File: config.mk
export PLATFORM = sky130hd
export DESIGN_NAME = bhc_post
export DESIGN_NICKNAME = d
export VERILOG_FILES = /design/src/rtl/bhc_pkg.sv /design/src/rtl/bhc_post.sv
export SDC_FILE = /design/constraint.sdc
export NUM_CORES = 1
export LEC_CHECK = 0
export BUFFER_PORTS_ARGS = -buffer_cell sky130_fd_sc_hd__buf_4
export CAP_MARGIN = 20
export CORE_MARGIN = 4
export CORE_UTILIZATION = 30
export CTS_CLUSTER_SIZE = 16
export DETAILED_ROUTE_END_ITERATION = 7
export GPL_TIMING_DRIVEN = 1
export PLACE_DENSITY = 0.59
export SETUP_SLACK_MARGIN = 0.3
export SLEW_MARGIN = 20
export SYNTH_ARGS = -nofsm -noshare
export SYNTH_HDL_FRONTEND = slang
export SYNTH_SLANG_ARGS = --single-unit
export TNS_END_PERCENT = 30
File: constraint.sdc
create_clock -name clk -period 6.3 [get_ports clk]
set_clock_uncertainty 0.05 [all_clocks]
set_input_delay 0.63 -clock clk [delete_from_list [all_inputs] [get_ports clk]]
set_output_delay 0.63 -clock clk [all_outputs]
set_load 0.02 [all_outputs]
File: src/rtl/bhc_pkg.sv
// Shared types, constants and angle-table function for the bearing and heading check.
// Depends on nothing; the other files in rtl, bhc_checker apart, use it by scoped names.
`default_nettype none

package bhc_pkg;

	localparam int ANGLE_FRAC_BITS_DEF = 24;

	localparam int COORD_W          = 32;
	localparam int DIFF_W           = 33;
	localparam int HEADING_W        = 10;
	localparam int BEARING_W        = 10;
	localparam int NORM_W           = 60;
	localparam int CORDIC_W         = 64;
	localparam int NORM_STAGES      = 6;
	localparam int CORDIC_EXTRA     = 8;
	localparam int CORDIC_MAX_ITERS = 62;
	localparam int DEG_INT_W        = 8;
	localparam int FLAG_DIFF_W      = 12;

	localparam int DEG_45  = 45;
	localparam int DEG_90  = 90;
	localparam int DEG_180 = 180;
	localparam int DEG_270 = 270;
	localparam int DEG_360 = 360;

	localparam logic signed [BEARING_W-1:0] BEARING_NONE    = -10'sd1;
	localparam logic signed [HEADING_W-1:0] HEADING_UNKNOWN = -10'sd1;

	localparam logic [63:0] PICO_PER_DEG = 64'd1000000000000;
	localparam logic [63:0] RAD_PICODEG  = 64'd57295779513082;

	// atan(2^-i) in units of 1e-12 degree
	localparam logic [63:0] ATAN_PICO [16] = '{
		64'd45000000000000, 64'd26565051177078, 64'd14036243467926, 64'd7125016348902,
		64'd3576334374997,  64'd1789910608246,  64'd895173710211,   64'd447614170861,
		64'd223810500369,   64'd111905677066,   64'd55952891894,    64'd27976452617,
		64'd13988227142,    64'd6994113675,     64'd3497056851,     64'd1748528427
	};

	// how the angle of a point pair is found
	typedef enum logic [2:0] {
		KIND_SAME   = 3'd0,	// points coincide
		KIND_AXIS_N = 3'd1,	// on the north-south axis
		KIND_AXIS_E = 3'd2,	// on the east-west axis
		KIND_DIAG   = 3'd3,	// on a 45 degree diagonal
		KIND_CORDIC = 3'd4
	} kind_t;

	typedef struct packed {
		logic                          dx_neg;
		logic                          dy_neg;
		logic                          swap;
		kind_t                         kind;
		logic signed [HEADING_W-1:0]   heading;
	} side_t;

	// atan(2^-i) in degrees with frac fractional bits, truncated
	function automatic logic [63:0] atan_step(input int i, input int frac);
		logic [63:0] pd;
		logic [63:0] q;
		logic [63:0] r;
		logic [63:0] res;
		int          b;
		if (i < 16) begin
			pd = ATAN_PICO[i[3:0]];
		end else begin
			pd = RAD_PICODEG >> i;
		end
		q   = pd / PICO_PER_DEG;
		r   = pd % PICO_PER_DEG;
		res = q << frac;
		for (b = frac - 1; b >= 0; b--) begin
			r = r << 1;
			if (r >= PICO_PER_DEG) begin
				r   = r - PICO_PER_DEG;
				res = res | (64'd1 << b);
			end
		end
		return res;
	endfunction

endpackage

`default_nettype wire

File: src/rtl/bhc_post.sv
// Back end: clamp the CORDIC angle, fold it into a compass bearing, two stages.
// Depends on bhc_pkg.
`default_nettype none

module bhc_post #(
	parameter int FRAC = bhc_pkg::ANGLE_FRAC_BITS_DEF
) (
	input  wire logic                                     clk,
	input  wire logic                                     arst_n,
	input  wire logic                                     en,
	input  wire logic                                     valid,
	input  wire bhc_pkg::side_t                           side,
	input  wire logic signed [FRAC+8:0]                   z,
	output logic                                          valid_s2,
	output logic signed [bhc_pkg::BEARING_W-1:0]          bearing_s2,
	output logic signed [bhc_pkg::HEADING_W-1:0]          heading_s2
);

	localparam int ZW = FRAC + 9;
	localparam logic signed [ZW-1:0] Z45  = ZW'(bhc_pkg::DEG_45) <<< FRAC;
	localparam logic signed [ZW-1:0] Z90  = ZW'(bhc_pkg::DEG_90) <<< FRAC;
	localparam logic signed [ZW-1:0] Z180 = ZW'(bhc_pkg::DEG_180) <<< FRAC;

	logic signed [ZW-1:0] zc;
	logic                 swap_eff;
	bhc_pkg::side_t       side_d;

	logic                 valid_s1;
	bhc_pkg::side_t       side_s1;
	logic signed [ZW-1:0] zc_s1;

	logic signed [ZW-1:0]              base;
	logic signed [ZW-1:0]              mag;
	logic [bhc_pkg::DEG_INT_W-1:0]     m;
	logic signed [bhc_pkg::BEARING_W-1:0] deg;

	// exact angles for the axes and diagonals, clamp the rest to 0..45
	always_comb begin
		swap_eff = 1'b0;
		case (side.kind)
			bhc_pkg::KIND_AXIS_N: zc = '0;
			bhc_pkg::KIND_AXIS_E: zc = Z90;
			bhc_pkg::KIND_DIAG:   zc = Z45;
			bhc_pkg::KIND_CORDIC: begin
				swap_eff = side.swap;
				if (z < 0) begin
					zc = '0;
				end else if (z > Z45) begin
					zc = Z45;
				end else begin
					zc = z;
				end
			end
			default: zc = '0;
		endcase
		side_d      = side;
		side_d.swap = swap_eff;
	end

	always_ff @(posedge clk or negedge arst_n) begin
		if (!arst_n) begin
			valid_s1 <= 1'b0;
		end else if (en) begin
			valid_s1 <= valid;
		end
	end

	always_ff @(posedge clk) begin
		if (en) begin
			side_s1 <= side_d;
			zc_s1   <= zc;
		end
	end

	// magnitude of the signed angle: z, 90 - z, 90 + z or 180 - z
	always_comb begin
		if (side_s1.swap) begin
			base = Z90;
		end else if (side_s1.dy_neg) begin
			base = Z180;
		end else begin
			base = '0;
		end
		if (side_s1.swap != side_s1.dy_neg) begin
			mag = base - zc_s1;
		end else begin
			mag = base + zc_s1;
		end
		m = mag[FRAC +: bhc_pkg::DEG_INT_W];
		if (side_s1.kind == bhc_pkg::KIND_SAME) begin
			deg = bhc_pkg::BEARING_NONE;
		end else if (side_s1.dx_neg && m != '0) begin
			deg = bhc_pkg::BEARING_W'(bhc_pkg::DEG_360) - {2'b00, m};
		end else begin
			deg = {2'b00, m};
		end
	end

	always_ff @(posedge clk or negedge arst_n) begin
		if (!arst_n) begin
			valid_s2 <= 1'b0;
		end else if (en) begin
			valid_s2 <= valid_s1;
		end
	end

	always_ff @(posedge clk) begin
		if (en) begin
			bearing_s2 <= deg;
			heading_s2 <= side_s1.heading;
		end
	end

endmodule

`default_nettype wire

=== Yosys cells after proc, flatten, opt, wreduce, memory -nomap -nowiden ===
Cells that the tools add are included.

* Register bits: 70
* Output and inout bits: 21
* Logic and storage cells: 29

* Add/subtract/negate cells: 3
* $lt $le $gt $ge: 2
* Equal/unequal tests: 4
* Muxes and demuxes: 7
* Reductions and logical operators: 3

{| class="wikitable"
|+ Operators with widths
! kind !! count
|-
| 32-bit two-way mux || 5
|-
| 32-bit case mux with 3 select lines || 1
|-
| 33-bit by 31-bit greater-than comparator with 1-bit output, second input constant || 1
|-
| 33-bit by 1-bit < comparator with 1-bit output, second input constant || 1
|-
| 32-bit adder || 1
|-
| 32-bit subtractor || 1
|-
| 10-bit two-way mux || 1
|-
| 9-bit by 8-bit subtractor with 10-bit output, first input constant || 1
|-
| 8-bit nonzero test || 1
|-
| 3-bit by 2-bit equality test with 1-bit output, second input constant || 2
|-
| 3-bit equality test, second input constant || 1
|-
| 3-bit zero test || 1
|-
| 1-bit logical AND || 1
|-
| 1-bit inequality test || 1
|}

=== Depth between registers and ports, before layout ===
Gate-level depths: netlist of run 1.

* Depth in word-level cells: 7
* Mapped depth: 21
* Gate-level depth less buffers: 20

=== Worst setup path after synthesis of run 1 ===
No wires, ideal clock.

* Kind: reg2reg
* From: register zc_s1[1]
* To: register bearing_s2[5] (netlist name), data pin
* Setup time: 0.259 ns
* Data arrival time: 4.567 ns
* Path slack: 1.424 ns
* Cell stages (with the launch flop): 22
* Path buffers: 1
* Period minus slack after synthesis: 4.876 ns
* Cell sequence: edfxtp_1 > inv_1 > ha_1 > nor3b_1 > and3_1 > buf_2 > nand2_1 > nor4_1 > a21oi_1 > xnor2_1 > ha_1 > a21o_1 > a21oi_1 > o21bai_1 > a21o_1 > a21oi_1 > mux2i_1 > o31ai_1 > o211ai_1 > nor4_4 > a211oi_1 > a211o_1

* Longest elaborated chain between the ends: 5
* Elaborated cells between the ends (all ways): 7
* Classes of those cells: add/sub: 3; mux: 2; reduce/logical: 2

{| class="wikitable"
|+ Ends and longest elaborated chain
! what !! RTL line !! text
|-
| from (decl) || bhc_post.sv:30 || <nowiki>logic signed [ZW-1:0] zc_s1;</nowiki>
|-
| from (signal assigned) || bhc_post.sv:71 || <nowiki>zc_s1 <= zc;</nowiki>
|-
| 32-bit adder / 32-bit subtractor (equally long branches) || bhc_post.sv:87, bhc_post.sv:85 ||
|-
| 32-bit two-way mux * || bhc_post.sv:84 || <nowiki>if (side_s1.swap != side_s1.dy_neg) begin</nowiki>
|-
| branches (longest 2 deep; another with 9-bit by 8-bit subtractor with 10-bit output) || -- ||
|-
| 10-bit two-way mux * || bhc_post.sv:92 || <nowiki>end else if (side_s1.dx_neg && m != '0) begin</nowiki>
|-
| to (signal assigned) || bhc_post.sv:109 || <nowiki>bearing_s2 <= deg;</nowiki>
|-
| to (decl) || bhc_post.sv:15 || <nowiki>output logic signed [bhc_pkg::BEARING_W-1:0] bearing_s2,</nowiki>
|}

Every way passes the cells marked *.
A chain may end at the register's enable or synchronous reset.

=== Final worst setup path of run 1 ===
* From: register zc_s1[6]
* To: register bearing_s2[5] (netlist name), data pin

The elaborated chain is that of the path after synthesis.

==> results of run 1 <==
synth_stat cells, drive strengths merged (4+ instances only):
cell,number
nor4,17
nor3b,4
xnor2,16
mux2i,6
inv,16
a211oi,4
ha,11
clkbuf,8
nor2b,4
or3,6
nor2,30
a31oi,11
a21oi,19
or4,10
a21o,8
and3,4
nor3,11
o21ai,13
edfxtp,68
buf,4
nand2,24
nand4,8
and2,31
nand3,14
cells by family after synthesis:
| group | count (synthesis) | share of synthesized area, % |
|---|---|---|
| simple gates | 176 | 23.7 |
| compound gates | 95 | 15.9 |
| flops | 70 | 48.4 |
| buf+inv | 28 | 2.52 |
| xor+xnor | 19 | 4.02 |
| fa+ha+maj | 11 | 3.18 |
| mux | 9 | 2.17 |
| other cells | 1 | 0.0868 |
per-stage QoR:
stage | util, % | hold WS, ns | power [mW]
after global placement | 36.2 | 0.351 | 1.01
after CTS | 38.3 | 0.000127 | 1.53
final | 38.3 | 0.0176 | 1.51
after floorplan | - | 0.284 | 0.884
after global routing | 38.3 | 0.00167 | 1.60
after detailed placement | 36.2 | 0.356 | 1.02
worst min path at each step:
stage                     slack (ns)  cells past startpoint            startpoint                 endpoint
after CTS                     0.0001                      1                arst_n     valid_s1$_DFFE_PN0P_
after detailed placement        0.36                      1                arst_n     valid_s1$_DFFE_PN0P_
after global placement          0.35                      0  side_s1[6]$_DFFE_PP_  heading_s2[6]$_DFFE_PP_
after floorplan                 0.28                      0                arst_n     valid_s1$_DFFE_PN0P_
final                           0.02                      1                arst_n     valid_s1$_DFFE_PN0P_
after global routing           0.002                      1                arst_n     valid_s2$_DFFE_PN0P_
registers in the layout, summed over array words and instances (netlist names):
register / count
bearing_s2: 10
heading_s2: 10
side_s1: 16
valid_s1: 1
valid_s2: 1
zc_s1: 32
cell type report:
type,count,area [sq um]
clock buffers,9,225
clock inverters,7,72.6
fillers,1407,8630
inverters,16,60.1
multi-input cells,311,2120
flip-flops and latches,70,2090
well taps,180,225
repair buffers,75,563
worst reg2reg max path, delay by kind of cell, from the launching register on:
family	cells	cell delay, ns
simple gates	5	2.16
compound gates	10	1.89
flops	1	0.44
fa+ha+maj	1	0.35
xor+xnor	1	0.15
mux	1	0.10
power by group:
part	switching (mW)	total (mW)	internal (mW)
Sequential	0.0290	0.598	0.569
Combinational	0.236	0.411	0.175
Clock	0.192	0.499	0.307
per-layer routing:
metal	global-route usage, %	share of wire [%]
met5	0	0
met4	5.87	2.6
met3	2.58	4.9
met2	19.7	46
met1	16.7	47
==> flow_summary.ini, run 1 <==
[run_status]
status = completed

[die]
die_w_um = 128
row_count = 43
fp.dieH_um = 128
start_util_pct = 30.9
ioPinCount = 74
die_area_sq_um = 16400
core-area_sq_um = 14000

[run]
drv_cap = 0

[sta]
setup_viol = 0
rsz0062_at_grt = no
fmax_mhz = 185
fin_crit_sh_pct = 85.6
relSlewSlack_pct = 43.4
final.setup.worst_slack_ns = 0.907
finalSetupTns_ns = 0
hold_viol_final = 0
drv_slew = 0
tightest_slew_ns = 0.849
fin_crit_ns = 5.39

[setup_path]
critPathCapture = bearing_s2[5]$_SDFFCE_PN1P_
rrSetupSlack_ns = 0.91
critPathLaunchType = register
ff2ff_path_depth = 18
path_depth = 18
crit_buf_inv = 0
cp_slowest_cell = nor4_2
critPathKind = register to register
r2r-end = bearing_s2[5]$_SDFFCE_PN1P_
cp.required_ns = 6.33
critPathLaunch = zc_s1[6]$_DFFE_PP_
worst-path-max-fanout = 10
worstSetupEndpointType = register
crit_chain = nor4_2 -> and3_1 -> nand2_1 -> nor4_1 -> a21oi_1 -> xnor2_1 -> ha_1 -> a21o_1 -> a21oi_1 -> o21bai_1 -> a21o_1 -> a21oi_1 -> mux2i_1 -> o31ai_1 -> o211ai_1 -> nor4_4 -> a211oi_1 -> a211o_1
worstPathArrival_ns = 5.43
path_common_cell = a21oi_1
crit_family = simple AND/OR/NAND/NOR gates
reg2reg_from = zc_s1[6]$_DFFE_PP_
max_stage_delay_ns = 0.72

[clocking]
cts-root-buf = clkbuf_16
ctsLongestPathBuffers = 2
clock-sinks = 70
cts_resized = 0
clock_latency_ns = 0.33
cts_setup_buffers = 0
cts-buffers-inserted = 9
clkTransAtPathRegs_ns = 0.06
cts_hold_buf = 0
cts_tree = done
htree_levels = 3

[synthesis]
netlist_area_sq_um = 4320
synth_ff_type = edfxtp_1
yosysSeqAreaShare_pct = 48.4
synth.top_cell.area_share_pct = 47.2
synth_cell_types = 66
synth_enable_flop_cells = 68
syn_nets = 473
synth.ff_latch_count = 70
async_flop_share_pct = 2.86
syn_avg_cell_area_sq_um = 10.6
yosys_warnings = 0
syn_inst = 409
synth_largest_area_cell = edfxtp_1
synth_area_leaders = edfxtp_1 47%, and2_1 4.5%, xnor2_1 3.2%, ha_1 3.2%, nor2_1 2.6%

[drt]
vias = 3495
drc = 0
drtPass1Iterations = 4
drt-initial-drc-count = 361
wl_um = 10000
antenna_left = 0
wire_per_inst_um = 15.0
vias_per_cell = 5.23

[global_routing]
grt_usage_pct = 12.6
grt_max_degree = 71
grt_pass1_vias = 3384
grt_pass1_wl_um = 16600
globalRouteOverflowTotal = 0
antenna_found_initial = 0

[placed_design]
placed_area_sq_um = 5060
io_buffers = 73
place_congestion = 0.884
place_hpwl_um = 7650
placedCellCount = 652
pre_cts_slack_ns = 1.03

[power]
p_leak_nw = 2.00
irDropWorstVdd_mv = 0.139
pwr_density_cell_nw_per_um2 = 281

[cells_and_area]
area_growth_pct = 24.1
insertedDiodeCount = 0
final_common_cell = buf_4
layout.nets = 547
layout.cells.non_filler = 668
mostFrequentLayoutCells = 75 x buf_4, 68 x edfxtp_1, 31 x and2_1
drive_above_1_share_pct = 23.0
fin_area_sq_um = 5360

[worst_hold_path]
holdCritPathClass = input pin to async pin
Note: power is estimated with default switching activity, not from simulation.
==> run 2, diff against run 1 <==
==> constraint.sdc (replaced) <==
create_clock -name clk -period 6.3 [get_ports clk]
set_clock_uncertainty 0.05 [all_clocks]
set_input_delay 0.315 -clock clk [delete_from_list [all_inputs] [get_ports clk]]
set_output_delay 0.315 -clock clk [all_outputs]
set_load 0.02 [all_outputs]
==> run 2 against run 1 <==
Net effect:
- power barely moved
- final area grew 0.19%
- sequential share of layout area down 0.073 points
- utilization rose by 0.072 points
- global-route usage about the same
- flip-flop and latch count unchanged
- die area unchanged
- clock power about the same
- combinational power barely moved
- sequential power about the same
- critical endpoint unchanged
- largest power group unchanged
==> flow_summary.ini, run 2 (same netlist as run 1, synthesis figures left out) <==
[cells_and_area]
drive_above_1_share_pct = 22.9
seqCellArea_sq_um = 2090
fillers = 1406
final_common_cell = buf_4
regMostFlops = zc_s1
top_regs = zc_s1 (32), side_s1 (16)
insertedDiodeCount = 0
largest_reg_flops = 32
area_growth_pct = 24.3
multi_input_area_sq_um = 2120
layout.nets = 548
mostFrequentLayoutCells = 75 x buf_4, 68 x edfxtp_1, 31 x and2_1
layout.cells.non_filler = 669

[setup_path]
critPathLaunchType = register
critPathKind = register to register
cp.required_ns = 6.33
worstSetupEndpointType = register
worstPathArrival_ns = 5.46
worst-path-max-fanout = 10

[sta]
rsz0062_at_grt = no
finalSetupTns_ns = 0
whs_ns = 0.106
relSlewSlack_pct = 43.4
fin_crit_sh_pct = 86.2
tightest_slew_ns = 0.849
drv_slew = 0
fmax_mhz = 184
setup_viol = 0
fin_crit_ns = 5.43
final.setup.worst_slack_ns = 0.872
hold_viol_final = 0

[drt]
drc = 0
drtPass1Iterations = 4
antenna_left = 0
wl_um = 9980
vias_per_cell = 5.22
drt-initial-drc-count = 357
vias = 3492
wire_per_inst_um = 14.9

[clocking]
ctsLongestPathBuffers = 2
htree_levels = 3
cts_resized = 0
clock_latency_ns = 0.33
clkTransAtPathRegs_ns = 0.06
cts_tree = done
cts-root-buf = clkbuf_16
clock-sinks = 70
cts-buffers-inserted = 9
cts_setup_buffers = 0
cts_hold_buf = 1

[run_status]
status = completed

[placed_design]
placedCellCount = 652
pre_cts_slack_ns = 1.03
io_buffers = 73
place_congestion = 0.884
place_hpwl_um = 7650

[worst_hold_path]
holdCritPathClass = input pin to register

[power]
irDropWorstVdd_mv = 0.138
p_leak_nw = 2.00
pwr_density_cell_nw_per_um2 = 281

[die]
row_count = 43
ioPinCount = 74
fp.dieH_um = 128
die_area_sq_um = 16400
start_util_pct = 30.9
core-area_sq_um = 14000
die_w_um = 128

[run]
drv_cap = 0

[global_routing]
globalRouteOverflowTotal = 0
antenna_found_initial = 0
grt_pass1_wl_um = 16500
grt_pass1_vias = 3391
grt_usage_pct = 12.6
grt_max_degree = 71
## run 2: cell types whose count changed in the layout (fill, tap and decap cells not counted)
cell           delta
dlygate4sd3_1     +1
## run 2: worst paths after layout
| path | from | to | slack, ns | cells after the start |
|---|---|---|---|---|
| worst min register to register | side_s1[3]$_DFFE_PP_ | heading_s2[3]$_DFFE_PP_ | 0.37 | 0 |
| worst max register to register | zc_s1[6]$_DFFE_PP_ | bearing_s2[5]$_SDFFCE_PN1P_ | 0.87 | 18 |
| worst max-delay path | zc_s1[6]$_DFFE_PP_ | bearing_s2[5]$_SDFFCE_PN1P_ | 0.87 | 18 |
| min in group asynchronous | arst_n | valid_s1$_DFFE_PN0P_ | 0.25 | 2 |
| max in group asynchronous | arst_n | valid_s2$_DFFE_PN0P_ | 5.86 | 2 |
| worst min-delay path | side[2] | side_s1[2]$_DFFE_PP_ | 0.11 | 1 |
## run 2: cell type report
cell class | count | share of cell area, %
multi-input cells | 311 | 39.5
flip-flops and latches | 70 | 38.9
repair buffers | 76 | 10.7
clock buffers | 9 | 4.19
well taps | 180 | 4.19
clock inverters | 7 | 1.35
inverters | 16 | 1.12
## run 2: power breakdown
group	switching (mW)	internal, mW	leakage [nW]
clock network	0.192	0.307	0.142
registers	0.0289	0.569	0.680
logic	0.236	0.175	1.18
## run 2: critical path, stage by stage, from the launching register on
cell,delay (ns)
edfxtp_1,0.44
nor4_2,0.74
and3_1,0.50
nand2_1,0.08
nor4_1,0.44
a21oi_1,0.17
xnor2_1,0.15
ha_1,0.35
a21o_1,0.24
a21oi_1,0.22
o21bai_1,0.10
a21o_1,0.21
a21oi_1,0.20
mux2i_1,0.10
o31ai_1,0.08
o211ai_1,0.24
nor4_4,0.43
a211oi_1,0.14
a211o_1,0.29
## run 2: metal layers
layer | vias up | share of wire (%) | track usage, %
met2 | 104 | 46 | 19.7
met3 | 19 | 5.3 | 2.58
met4 | 0 | 2.6 | 5.87
met1 | 1634 | 46 | 16.6
met5 | - | 0 | 0
li1 | 1735 | - | -
## run 2: metrics by stage
| stage | total power, mW | utilization (%) | area (sq um) |
|---|---|---|---|
| after floorplan | 0.884 | - | 4320 |
| after global placement | 1.01 | 36.2 | 5060 |
| after detailed placement | 1.02 | 36.2 | 5060 |
| after CTS | 1.53 | 38.4 | 5370 |
| after global routing | 1.60 | 38.4 | 5370 |
| final | 1.51 | 38.4 | 5370 |
==> run 3, diff against run 2 <==
- MAX_ROUTING_LAYER: not set -> met4
- clock period: 6.3 -> 6.6 ns (I/O delays scaled with it)
==> run 3 against run 2 <==
Net effect:
- via count shrank 0.43%
- first-iteration DRC count down 28%
- clock power fell by 7.8%
- flip-flop and latch count did not move
- die area unchanged
- critical path type unchanged
- register-to-register slack gained 0.40 ns
- power is 5.6% lower
- clock-buffer cell count up 2
- worst setup slack better by 0.40 ns
- critical endpoint unchanged
- combinational power down 4%
- final cell count decreased by 0.15%
==> flow_summary.ini, run 3 (same netlist as run 1, synthesis figures left out) <==
[drt]
vias_per_cell = 5.21
vias = 3477
drtPass1Iterations = 4
wire_per_inst_um = 15.2
drc = 0
wl_um = 10100
antenna_left = 0
drt-initial-drc-count = 256

[cells_and_area]
drive_above_1_share_pct = 22.3
largest_reg_flops = 32
top_regs = zc_s1 (32), side_s1 (16)
layout.nets = 548
insertedDiodeCount = 0
mostFrequentLayoutCells = 75 x buf_4, 68 x edfxtp_1, 31 x and2_1
area_growth_pct = 23.9
final_common_cell = buf_4
regMostFlops = zc_s1

[global_routing]
antenna_found_initial = 0
grt_pass1_wl_um = 16700
globalRouteOverflowTotal = 0
grt_max_degree = 71
grt_use_met1_pct = 16.5
grt_busiest_layer = met2
grtUsageMet2_pct = 20.2
met3_usage_pct = 2.88
grt_pass1_vias = 3528
grt_usage_pct = 13.0

[sta]
fin_crit_sh_pct = 80.7
fmax_mhz = 188
finalSetupTns_ns = 0
final.setup.worst_slack_ns = 1.28
relSlewSlack_pct = 42.3
tightest_slew_ns = 0.865
setup_viol = 0
rsz0062_at_grt = no
fin_crit_ns = 5.32
hold_viol_final = 0
drv_slew = 0

[die]
row_count = 43
die_w_um = 128
die_area_sq_um = 16400
ioPinCount = 74
core-area_sq_um = 14000
start_util_pct = 30.9
fp.dieH_um = 128

[worst_hold_path]
holdCritPathClass = input pin to register
hold_start = side[15]
worst_hold_path.num_cells = 1
min_to = side_s1[15]$_DFFE_PP_

[placed_design]
place_congestion = 0.887
io_buffers = 73
place_hpwl_um = 7810
pre_cts_slack_ns = 1.32

[setup_path]
critPathLaunchType = register
reg2reg_from = zc_s1[6]$_DFFE_PP_
worstPathArrival_ns = 5.35
rrSetupSlack_ns = 1.28
r2r-end = bearing_s2[5]$_SDFFCE_PN1P_
cp.required_ns = 6.63
critPathKind = register to register
path_common_cell = a21oi_1
crit_chain = nor4_2 -> and3_1 -> nand2_1 -> nor4_1 -> a21oi_1 -> xnor2_1 -> ha_1 -> a21o_1 -> a21oi_1 -> o21bai_1 -> a21o_1 -> a21oi_1 -> mux2i_1 -> o31ai_1 -> o211ai_1 -> nor4_4 -> a211oi_1 -> a211o_1
worstSetupEndpointType = register
ff2ff_path_depth = 18
worst-path-max-fanout = 10
cp_slowest_cell = nor4_2
max_stage_delay_ns = 0.75

[run_status]
status = completed

[clocking]
cts_tree = done
clock_latency_ns = 0.32
clkTransAtPathRegs_ns = 0.06
clock-sinks = 70
cts_resized = 0
cts-root-buf = clkbuf_16
cts-buffers-inserted = 9
htree_levels = 3
ctsLongestPathBuffers = 2

[power]
irDropWorstVdd_mv = 0.110
p_leak_nw = 2.00
pwr_density_cell_nw_per_um2 = 266
power_mw = 1.42

[run]
drv_cap = 0
## run 3: worst max-delay path by stage
| stage | cells after the start | start | slack [ns] | endpoint |
|---|---|---|---|---|
| 2_1_floorplan | 21 | zc_s1[1]$_DFFE_PP_ | 1.72 | bearing_s2[5]$_SDFFCE_PN1P_ |
| 3_3_place_gp | 18 | zc_s1[6]$_DFFE_PP_ | 1.55 | bearing_s2[5]$_SDFFCE_PN1P_ |
| 3_5_place_dp | 18 | zc_s1[6]$_DFFE_PP_ | 1.32 | bearing_s2[5]$_SDFFCE_PN1P_ |
| 4_1_cts | 18 | zc_s1[6]$_DFFE_PP_ | 1.30 | bearing_s2[5]$_SDFFCE_PN1P_ |
| 5_1_grt | 18 | zc_s1[6]$_DFFE_PP_ | 0.68 | bearing_s2[5]$_SDFFCE_PN1P_ |
| 6_report | 18 | zc_s1[6]$_DFFE_PP_ | 1.28 | bearing_s2[5]$_SDFFCE_PN1P_ |
## run 3: area by class of cell
class	instances	area, sq um
Clock inverter	4	48.8
Inverter	16	60.1
Multi-Input combinational cell	311	2120
Sequential cell	70	2090
Fill cell	1407	8630
Clock buffer	11	233
Timing Repair Buffer	76	573
Tap cell	180	225
## run 3: stage by stage
stage | instance area [sq um] | std cells | hold WS, ns | utilization (%)
after floorplan | 4320 | 409 | -0.0156 | -
after global placement | 5060 | 652 | 0.0617 | 36.2
after detailed placement | 5060 | 652 | 0.0631 | 36.2
after CTS | 5360 | 668 | 0.115 | 38.3
after global routing | 5360 | 668 | 0.112 | 38.3
final | 5360 | 668 | 0.129 | 38.3
## run 3: layer usage
metal | routed length (um) | share of wire (%)
met5 | 0 | 0
met1 | 4650 | 46
met3 | 473 | 4.7
met2 | 4790 | 47
met4 | 213 | 2.1
## run 3: repair_timing
action	CTS	global route
hold endpoints to repair	2	0
setup endpoints to repair	0	0
setup buffers	0	0
hold buffers	1	0
## run 3: report_power, final
part / leakage [nW] / internal (mW) / switching [mW] / total (mW)
logic: 1.18 / 0.167 / 0.227 / 0.394
registers: 0.680 / 0.543 / 0.0274 / 0.571
clock network: 0.139 / 0.290 / 0.169 / 0.459
total: 2.00 / 1.00 / 0.423 / 1.42
## run 3: worst max-delay path, delay by kind of cell (launching register included)
| kind | cells | cell delay [ns] |
|---|---|---|
| and+or+nand+nor | 5 | 2.13 |
| AOI/OAI and AO/OA | 10 | 1.82 |
| DFF | 1 | 0.45 |
| adders and majority gates | 1 | 0.35 |
| xor gates and xnor gates | 1 | 0.15 |
| muxes | 1 | 0.11 |
